**src/hw/rtl/lsbs_pkg.sv**
```systemverilog
// Shared types and constants of the load/store bus splitter.
// No dependencies; every other RTL file of the block imports this package.
`default_nettype none

package lsbs_pkg;

   // Order queue geometry; one slot stays free, so QUEUE_DEPTH-1 entries are held
   localparam int QUEUE_DEPTH = 4;
   localparam int PTR_W       = (QUEUE_DEPTH > 1) ? $clog2(QUEUE_DEPTH) : 1;

   localparam int TARGET_COUNT    = 3;
   localparam int ADDR_BYTE_SHIFT = 24;

   localparam logic [7:0] ITCM_BASE_RESET = 8'h80;
   localparam logic [7:0] DTCM_BASE_RESET = 8'h90;

   // Configuration register indexes
   localparam int CSR_INDEX_W = 1;
   localparam logic [CSR_INDEX_W-1:0] CSR_ITCM_BASE = 1'd0;
   localparam logic [CSR_INDEX_W-1:0] CSR_DTCM_BASE = 1'd1;

   typedef enum logic [1:0] {
      OP_NONE  = 2'd0,
      OP_READ  = 2'd1,
      OP_WRITE = 2'd2
   } op_type;

   typedef enum logic [1:0] {
      TGT_ITCM = 2'd0,
      TGT_DTCM = 2'd1,
      TGT_BUS  = 2'd2
   } target_type;

   typedef struct packed {
      logic [1:0]  operation;
      logic [31:0] cmd_address;
      logic [31:0] cmd_write_data;
      logic [3:0]  cmd_byte_enable;
      logic [4:0]  cmd_reg_index;
      logic        cmd_reg_write;
      logic [2:0]  target_cmd_ready;
      logic [2:0]  target_rsp_valid;
      logic [31:0] itcm_rsp_data;
      logic [31:0] dtcm_rsp_data;
      logic [31:0] bus_rsp_data;
      logic        rsp_ready;
   } req_type;

   typedef struct packed {
      logic [2:0]  target_cmd_valid;
      logic        target_cmd_read;
      logic [31:0] target_cmd_address;
      logic [31:0] target_cmd_write_data;
      logic [3:0]  target_cmd_byte_enable;
      logic        cmd_ready;
      logic        rsp_valid;
      logic [31:0] rsp_data;
      logic [4:0]  rsp_reg_index;
      logic        rsp_reg_write;
      logic [2:0]  target_rsp_ready;
   } rsp_type;

   // One pending transaction in the order queue
   typedef struct packed {
      logic [1:0] target_id;
      logic [4:0] reg_index;
      logic       reg_write;
   } entry_type;

   typedef struct packed {
      logic empty;
      logic full;
   } q_status_type;

endpackage

`default_nettype wire

```
**src/hw/rtl/lsbs_ifs.sv**
```systemverilog
// Valid/ready channel interfaces of the load/store bus splitter.
// Depends on lsbs_pkg for the payload types.
`default_nettype none

interface lsbs_req_if;
   import lsbs_pkg::*;
   logic    valid;
   logic    ready;
   req_type payload;
   modport source (output valid, output payload, input ready);
   modport sink   (input valid, input payload, output ready);
endinterface

interface lsbs_rsp_if;
   import lsbs_pkg::*;
   logic    valid;
   logic    ready;
   rsp_type payload;
   modport source (output valid, output payload, input ready);
   modport sink   (input valid, input payload, output ready);
endinterface

`default_nettype wire

```
**src/hw/rtl/lsbs_order_queue.sv**
```systemverilog
// Response-order queue: target id and register info of pending commands.
// Depends on lsbs_pkg for the entry and status types and the depth.
`default_nettype none

module lsbs_order_queue (
   input  wire                     clock,
   input  wire                     reset,
   input  wire                     push,
   input  wire                     pop,
   input  lsbs_pkg::entry_type     push_entry,
   output lsbs_pkg::entry_type     head,
   output lsbs_pkg::q_status_type  status
);
   import lsbs_pkg::*;

   entry_type        slot_ff [QUEUE_DEPTH];
   logic [PTR_W-1:0] wr_ptr_ff;
   logic [PTR_W-1:0] wr_ptr_in;
   logic [PTR_W-1:0] rd_ptr_ff;
   logic [PTR_W-1:0] rd_ptr_in;
   logic [PTR_W-1:0] wr_next;
   logic [PTR_W-1:0] rd_next;

   // Wrap at QUEUE_DEPTH, which need not be a power of two
   assign wr_next = (wr_ptr_ff == PTR_W'(QUEUE_DEPTH - 1)) ? '0 : wr_ptr_ff + 1'b1;
   assign rd_next = (rd_ptr_ff == PTR_W'(QUEUE_DEPTH - 1)) ? '0 : rd_ptr_ff + 1'b1;

   assign status.empty = (wr_ptr_ff == rd_ptr_ff);
   assign status.full  = (wr_next == rd_ptr_ff);
   assign head         = slot_ff[rd_ptr_ff];

   assign wr_ptr_in = push ? wr_next : wr_ptr_ff;
   assign rd_ptr_in = pop  ? rd_next : rd_ptr_ff;

   always_ff @(posedge clock) begin
      if (reset) begin
         wr_ptr_ff <= '0;
         rd_ptr_ff <= '0;
      end else begin
         wr_ptr_ff <= wr_ptr_in;
         rd_ptr_ff <= rd_ptr_in;
      end
   end

   always_ff @(posedge clock) begin
      if (push) begin
         slot_ff[wr_ptr_ff] <= push_entry;
      end
   end

endmodule

`default_nettype wire

```
**src/hw/rtl/load_store_bus_splitter.sv**
```systemverilog
// Top level of the load/store bus splitter: input register, routing and
// response steering logic, result register. Depends on lsbs_pkg, lsbs_ifs, lsbs_order_queue.
`default_nettype none

// Each word on req_if is one cycle's view of the load/store side and the three
// targets; each produces exactly one word on rsp_if. The command is routed by
// address bits 31:24: a match with the ITCM base goes to target 0, else a match
// with the DTCM base to target 1, else the system bus (target 2); ITCM wins when
// both bases are equal. Commands that their target takes are logged in a
// QUEUE_DEPTH entry order queue (QUEUE_DEPTH-1 usable slots); no command is
// offered while it is full. Responses come only from the target at the queue
// head, tagged with its register info; with an empty queue the word's own
// command stands in for the head. Throughput is one word per clock while the result
// is taken; a word waits in the input register and then passes through the single
// routing stage into the result register. A stalled result holds both registers
// and drops req ready once the input register holds a word. The base registers
// reset to 0x80 and 0x90; the user must write them through csr_* only while no word
// is in flight, which the block itself does not enforce.
module load_store_bus_splitter (
   input  wire                                   clock,
   input  wire                                   reset,
   lsbs_req_if.sink                              req_if,
   lsbs_rsp_if.source                            rsp_if,
   input  wire                                   csr_write_enable,
   input  wire [lsbs_pkg::CSR_INDEX_W-1:0]       csr_index,
   input  wire [7:0]                             csr_write_data
);
   import lsbs_pkg::*;

   // Configuration
   logic [7:0] itcm_base_ff;
   logic [7:0] dtcm_base_ff;

   // Input stage
   logic    s0_valid_ff;
   logic    s0_valid_in;
   req_type s0_data_ff;

   // Result stage
   logic    out_valid_ff;
   logic    out_valid_in;
   rsp_type out_data_ff;

   logic req_acc;
   logic out_take;
   logic adv;

   // Routing
   req_type      cur;
   logic         cmd_present;
   logic         cmd_valid;
   logic [7:0]   addr_byte;
   logic [1:0]   sel;
   logic [2:0]   sel_onehot;
   logic         wen;
   logic         ren;
   logic [1:0]   wid;
   entry_type    push_entry;
   entry_type    q_head;
   entry_type    eff_head;
   q_status_type q_status;
   rsp_type      calc;

   assign req_acc  = req_if.valid && req_if.ready;
   assign out_take = !out_valid_ff || rsp_if.ready;
   assign adv      = s0_valid_ff && out_take;

   assign req_if.ready   = !s0_valid_ff || adv;
   assign rsp_if.valid   = out_valid_ff;
   assign rsp_if.payload = out_data_ff;

   // Configuration writes; indexes beyond the list are dropped
   always_ff @(posedge clock) begin
      if (reset) begin
         itcm_base_ff <= ITCM_BASE_RESET;
         dtcm_base_ff <= DTCM_BASE_RESET;
      end else if (csr_write_enable) begin
         if (csr_index == CSR_ITCM_BASE) begin
            itcm_base_ff <= csr_write_data;
         end
         if (csr_index == CSR_DTCM_BASE) begin
            dtcm_base_ff <= csr_write_data;
         end
      end
   end

   // Hold the word in the input register until the result stage can take it
   assign s0_valid_in = req_acc ? 1'b1 : (adv ? 1'b0 : s0_valid_ff);

   always_ff @(posedge clock) begin
      if (reset) begin
         s0_valid_ff <= 1'b0;
      end else begin
         s0_valid_ff <= s0_valid_in;
      end
   end

   always_ff @(posedge clock) begin
      if (req_acc) begin
         s0_data_ff <= req_if.payload;
      end
   end

   assign cur = s0_data_ff;

   // Decode and route the command; operation code 3 is no command
   assign cmd_present = (cur.operation == OP_READ) || (cur.operation == OP_WRITE);
   assign cmd_valid   = cmd_present && !q_status.full;
   assign addr_byte   = cur.cmd_address[ADDR_BYTE_SHIFT +: 8];

   always_comb begin
      priority if (addr_byte == itcm_base_ff) begin
         sel = TGT_ITCM;
      end else if (addr_byte == dtcm_base_ff) begin
         sel = TGT_DTCM;
      end else begin
         sel = TGT_BUS;
      end
   end

   always_comb begin
      unique case (sel)
         TGT_ITCM: sel_onehot = 3'b001;
         TGT_DTCM: sel_onehot = 3'b010;
         TGT_BUS:  sel_onehot = 3'b100;
         default:  sel_onehot = 3'b000;
      endcase
   end

   assign wen = cmd_valid && ((cur.target_cmd_ready & sel_onehot) != 3'b000);
   // Clear the id each word when nothing is pushed
   assign wid = wen ? sel : TGT_ITCM;

   assign push_entry.target_id = wid;
   assign push_entry.reg_index = cur.cmd_reg_index;
   assign push_entry.reg_write = cur.cmd_reg_write;

   // Bypass the queue when it is empty
   assign eff_head = q_status.empty ? push_entry : q_head;

   always_comb begin
      calc.target_cmd_valid       = cmd_valid ? sel_onehot : 3'b000;
      calc.target_cmd_read        = cmd_valid && (cur.operation == OP_READ);
      calc.target_cmd_address     = cmd_valid ? cur.cmd_address : 32'd0;
      calc.target_cmd_write_data  = cmd_valid ? cur.cmd_write_data : 32'd0;
      calc.target_cmd_byte_enable = cmd_valid ? cur.cmd_byte_enable : 4'd0;
      calc.cmd_ready              = wen;
      calc.rsp_reg_index          = eff_head.reg_index;
      calc.rsp_reg_write          = eff_head.reg_write;
      unique case (eff_head.target_id)
         TGT_ITCM: begin
            calc.rsp_valid        = cur.target_rsp_valid[0];
            calc.rsp_data         = cur.itcm_rsp_data;
            calc.target_rsp_ready = cur.rsp_ready ? 3'b001 : 3'b000;
         end
         TGT_DTCM: begin
            calc.rsp_valid        = cur.target_rsp_valid[1];
            calc.rsp_data         = cur.dtcm_rsp_data;
            calc.target_rsp_ready = cur.rsp_ready ? 3'b010 : 3'b000;
         end
         TGT_BUS: begin
            calc.rsp_valid        = cur.target_rsp_valid[2];
            calc.rsp_data         = cur.bus_rsp_data;
            calc.target_rsp_ready = cur.rsp_ready ? 3'b100 : 3'b000;
         end
         default: begin
            calc.rsp_valid        = 1'b0;
            calc.rsp_data         = 32'd0;
            calc.target_rsp_ready = 3'b000;
         end
      endcase
   end

   // A stray response on an empty queue is reported but does not advance the head
   assign ren = calc.rsp_valid && cur.rsp_ready && (!q_status.empty || wen);

   lsbs_order_queue u_order_queue (
      .clock      (clock),
      .reset      (reset),
      .push       (adv && wen),
      .pop        (adv && ren),
      .push_entry (push_entry),
      .head       (q_head),
      .status     (q_status)
   );

   // Result register: load on advance, drop once taken
   assign out_valid_in = adv ? 1'b1 : (rsp_if.ready ? 1'b0 : out_valid_ff);

   always_ff @(posedge clock) begin
      if (reset) begin
         out_valid_ff <= 1'b0;
      end else begin
         out_valid_ff <= out_valid_in;
      end
   end

   always_ff @(posedge clock) begin
      if (adv) begin
         out_data_ff <= calc;
      end
   end

`ifndef NO_ASSERTIONS
   a_cmd_onehot: assert property (@(posedge clock) disable iff (reset)
      rsp_if.valid |-> $onehot0(rsp_if.payload.target_cmd_valid))
      else $error("command valid is not one-hot");

   a_rsp_ready_onehot: assert property (@(posedge clock) disable iff (reset)
      rsp_if.valid |-> $onehot0(rsp_if.payload.target_rsp_ready))
      else $error("response ready is not one-hot");

   a_full_blocks: assert property (@(posedge clock) disable iff (reset)
      (adv && q_status.full) |=> (out_data_ff.target_cmd_valid == 3'b000))
      else $error("command offered while the order queue is full");

   a_push_not_empty: assert property (@(posedge clock) disable iff (reset)
      (adv && wen && !ren) |=> !q_status.empty)
      else $error("order queue empty after a push");

   a_ready_needs_valid: assert property (@(posedge clock) disable iff (reset)
      rsp_if.valid && rsp_if.payload.cmd_ready |-> rsp_if.payload.target_cmd_valid != 3'b000)
      else $error("command accepted without being offered");
`endif

endmodule

`default_nettype wire

```
**src/flat_wrapper.sv**
```systemverilog
// flat-port wrapper written by rule: the top's interface ports become plain ports
module load_store_bus_splitter_flat import lsbs_pkg::*;
  (clock, reset, csr_write_enable, csr_index, csr_write_data, req_if_valid, req_if_payload, req_if_ready, rsp_if_valid, rsp_if_payload, rsp_if_ready);
  lsbs_req_if req_if_i ();
  lsbs_rsp_if rsp_if_i ();
  input  wire clock;
  input  wire reset;
  input  wire csr_write_enable;
  input  wire [lsbs_pkg::CSR_INDEX_W-1:0] csr_index;
  input  wire [7:0] csr_write_data;
  input wire logic [$bits(req_if_i.valid)-1:0] req_if_valid;
  input wire logic [$bits(req_if_i.payload)-1:0] req_if_payload;
  output wire logic [$bits(req_if_i.ready)-1:0] req_if_ready;
  output wire logic [$bits(rsp_if_i.valid)-1:0] rsp_if_valid;
  output wire logic [$bits(rsp_if_i.payload)-1:0] rsp_if_payload;
  input wire logic [$bits(rsp_if_i.ready)-1:0] rsp_if_ready;
  assign req_if_i.valid = req_if_valid;
  assign req_if_i.payload = req_if_payload;
  assign req_if_ready = req_if_i.ready;
  assign rsp_if_valid = rsp_if_i.valid;
  assign rsp_if_payload = rsp_if_i.payload;
  assign rsp_if_i.ready = rsp_if_ready;
  load_store_bus_splitter u_core (.clock(clock), .reset(reset), .req_if(req_if_i), .rsp_if(rsp_if_i), .csr_write_enable(csr_write_enable), .csr_index(csr_index), .csr_write_data(csr_write_data));
endmodule
```
**config.mk**
```make
export PLATFORM = sky130hd
export DESIGN_NAME = load_store_bus_splitter_flat
export DESIGN_NICKNAME = d
export VERILOG_FILES = /design/src/hw/rtl/lsbs_pkg.sv /design/src/hw/rtl/lsbs_ifs.sv /design/src/hw/rtl/lsbs_order_queue.sv /design/src/hw/rtl/load_store_bus_splitter.sv /design/src/flat_wrapper.sv
export SDC_FILE = /design/constraint.sdc
export NUM_CORES = 1
export LEC_CHECK = 0
export BUFFER_PORTS_ARGS = -buffer_cell sky130_fd_sc_hd__buf_2
export CAP_MARGIN = 0
export CORE_MARGIN = 10
export CORE_UTILIZATION = 25
export CTS_CLUSTER_SIZE = 25
export DETAILED_ROUTE_END_ITERATION = 6
export PLACE_DENSITY = 0.52
export REMOVE_ABC_BUFFERS = 1
export SYNTH_ARGS = -nofsm -noshare
export SYNTH_HDL_FRONTEND = slang
export SYNTH_SLANG_ARGS = --single-unit
export TNS_END_PERCENT = 50
```
**constraint.sdc**
```tcl
create_clock -name clock -period 6.85 [get_ports clock]
set_input_delay 1.0275 -clock clock [delete_from_list [all_inputs] [get_ports clock]]
set_output_delay 1.0275 -clock clock [all_outputs]
set_load 0.02 [all_outputs]
```
==> summary.txt <==
Worst setup path
  – Critical path peak fanout: 38
  – Crit. End Element: flip-flop
  – Worst setup SP type: flip-flop
  – Crit path largest cell delay: 600 ps
  – Worst EP arrival: 3930 ps
  – R2R Setup Slk: 3310 ps
  – Most used cell, CP: buf_4
  – CP required: 7240 ps
  – Crit path kind: flip-flop to flip-flop
  – Crit-path slowest cell: buf_4
  – Critical Path, Cell by Cell: inv_1, ha_1, xnor2_1, a31oi_4, o21ai_4, o31a_2, buf_4, and2_1, buf_4, nand2_1, o21ai_1

Timing
  – Setup Viol. Count Final: 0
  – RSZ-0062 raised after global routing: false
  – Hold slack: 467 ps
  – Setup TNS: 0 ps
  – Max transition margin: 0.459
  – Least-Margin Pin Slew: 808 ps
  – Fin. max-slew vios: 0
  – Min Tclk post-route: 3540 ps
  – Fmax achieved: 0.282 GHz
  – Final hold vios: 0
  – Clock Skew: 16.7 ps
  – Final period util: 0.517

Finish
  – Filler cells: 4940
  – Multi-input logic area: 0.00228 sq mm
  – Layout Utilization: 0.326
  – Layout cell share with drive strength beyond 1: 0.365
  – Final instance area: 0.0164 sq mm
  – Most frequent cells in the layout: 326 x edfxtp_1, 309 x buf_2, 90 x nand2_1
  – Syn-to-layout area delta: 28.6%
  – Net count, final: 1254
  – Final Instance Count excl. Fillers: 1756
  – FF+latch area: 0.0103 sq mm
  – Most common cell after layout, fill and taps aside: edfxtp_1

Clock network
  – Root buffer cell: clkbuf_16
  – H-tree depth: 2
  – Sinks on the clock net: 350
  – Hold-fix buffers, CTS: 0
  – CTS resizes: 0
  – Register clock-pin slew on the reported worst setup and hold paths: 60 ps
  – CTS tree: yes
  – Clk buf depth: 3
  – Cts bufs inserted: 42
  – Post-CTS setup buffer count: 0
  – Latest clock arrival within the worst-skew pair: 540 ps

Global routing
  – Total track usage: 0.103
  – Grt total ovfl: 0
  – First-pass GRT wire length: 47300 um
  – Initial antenna violation count: 5
  – Vias in the first global route: 7614
  – Largest net degree at the start of global routing: 124

Power
  – Lkg Pwr: 0.00623 uW
  – VDD IR-drop max: 0.173 mV
  – Pwr Density: 308 mW/mm^2

Placement
  – Placed insts: 1683
  – DP Area: 0.0150 sq mm
  – Gpl congestion: 0.714
  – Post-DP HPWL: 21600 um
  – Port Buffers: 309

Floorplanning
  – Overall die width: 245 um
  – Die area: 0.0603 sq mm
  – Row count: 82
  – Core ar.: 0.0502 sq mm
  – # IOs: 310
  – DIE HEIGHT: 245 um
  – Initial core utilization: 0.253

Status
  – Status: completed

Detailed routing
  – WL final: 31800 um
  – Wire length per cell: 18.1 um
  – Drt drc: 0
  – DRT iter0 DRCs: 382
  – Vias: 7068
  – Vias per cell: 4.03
  – TritonRoute pass-1 iters: 4
  – Routed Antenna Nets: 0

Synthesis
  – Seq cells post-synth: 350
  – Synth warnings: 0
  – Synth Flop Type: edfxtp_1
  – Mapped Cells: 721
  – Sequential share of the synthesized area: 0.808
  – Post-synth EDFFs: 326
  – Synth Area per Inst: 17.6 sq um
  – Post-synth ARST share: 0
  – Unique masters post-synth: 44
  – Post-Synthesis Cell Area: 0.0127 sq mm

Job
  – Max cap viols: 0

Min path
  – Worst min path class: flip-flop to flip-flop
[flip-flops by register name (all words and copies together) (netlist names), named ones only]
name and count:
u_core.addr_byte 8, u_core.cur 171, u_core.dtcm_base_ff 8, u_core.itcm_base_ff 8
u_core.rsp_if.payload 115, u_core.rsp_if.valid 1, u_core.s0_valid_ff 1, u_core.u_order_queue.rd_ptr_ff 2
u_core.u_order_queue.slot_ff 32, u_core.u_order_queue.wr_ptr_ff 2
[power by group]
| group | total (uW) | switching, uW | internal, uW |
|---|---|---|---|
| logic | 385 | 240 | 145 |
| registers | 2520 | 37.9 | 2480 |
| clock network | 2140 | 840 | 1300 |
[worst paths after layout]
path | from | to | depth (start not counted)
worst max-delay path | u_core.u_order_queue.wr_ptr_ff[0] | u_core.rsp_if.payload[27] | 11
worst min-delay path | u_core.dtcm_base_ff[2] | u_core.dtcm_base_ff[2] | 2
worst max register to register | u_core.u_order_queue.wr_ptr_ff[0] | u_core.rsp_if.payload[27] | 11
worst min register to register | u_core.dtcm_base_ff[2] | u_core.dtcm_base_ff[2] | 2
[per-stage QoR]
stage	setup slack (ps)	total power (uW)
6_report	3310	5040
5_1_grt	2940	5270
4_1_cts	3230	5140
3_5_place_dp	3240	2960
3_3_place_gp	3360	2960
2_1_floorplan	-1230	2790
[final cells by class]
cell class / instances / area share
inverter: 6 / 0.00138
antenna: 1 / 0.000153
timing repair buffer: 317 / 0.0990
clock buffer: 56 / 0.0688
tap: 672 / 0.0514
multi-input combinational: 338 / 0.140
sequential: 350 / 0.628
clock inverter: 16 / 0.0116
[kinds of logic (layout without fill, tap and decap cells)]
family | Yosys count | after routing | share of synthesized area
buf+inv | 33 | 395 | 0.0133
mux | 41 | 41 | 0.0411
fa+ha+maj | 6 | 6 | 0.00591
simple gates | 203 | 203 | 0.0827
other cells | 0 | 1 | 0
flops | 350 | 350 | 0.808
compound gates | 69 | 69 | 0.0360
xor+xnor | 19 | 19 | 0.0131
[routing by layer]
| layer | vias up | wire (um) | global-route usage |
|---|---|---|---|
| met5 | - | 40 | 0 |
| met4 | 6 | 668 | 0.0356 |
| met3 | 57 | 2860 | 0.0407 |
| met2 | 255 | 14900 | 0.163 |
| met1 | 3389 | 13300 | 0.125 |
| li1 | 3361 | - | - |
[worst max-delay path: cells and delay by family, from the launching register on]
kind                     cells  cell delay, ps
AO/OA/AOI/OAI                4             530
flip-flops                   1             460
AND/OR/NAND/NOR              2             660
adder cells (fa/ha/maj)      1             330
XOR/XNOR                     1             250
buffers and inverters        3            1090
[Yosys cell counts (3+ instances only)]
cell,n,share of area
ha_1,6,0.0059
buf_6,5,0.0044
xor2_1,10,0.0069
buf_2,6,0.0024
and4_1,4,0.0028
a21oi_1,18,0.0071
nand3_1,4,0.0016
a311o_1,4,0.0031
nand2_1,90,0.027
mux2i_1,32,0.025
o21ai_1,30,0.012
clkbuf_1,16,0.0047
dfxtp_1,24,0.038
nor2b_1,3,0.0015
inv_1,6,0.0018
edfxtp_1,326,0.77
nor2_1,11,0.0032
and2_1,74,0.036
mux4_2,8,0.014
xnor2_1,9,0.0062
and3_1,6,0.0030
o21ai_0,4,0.0016
No activity file was read; power rests on OpenSTA's default activity.
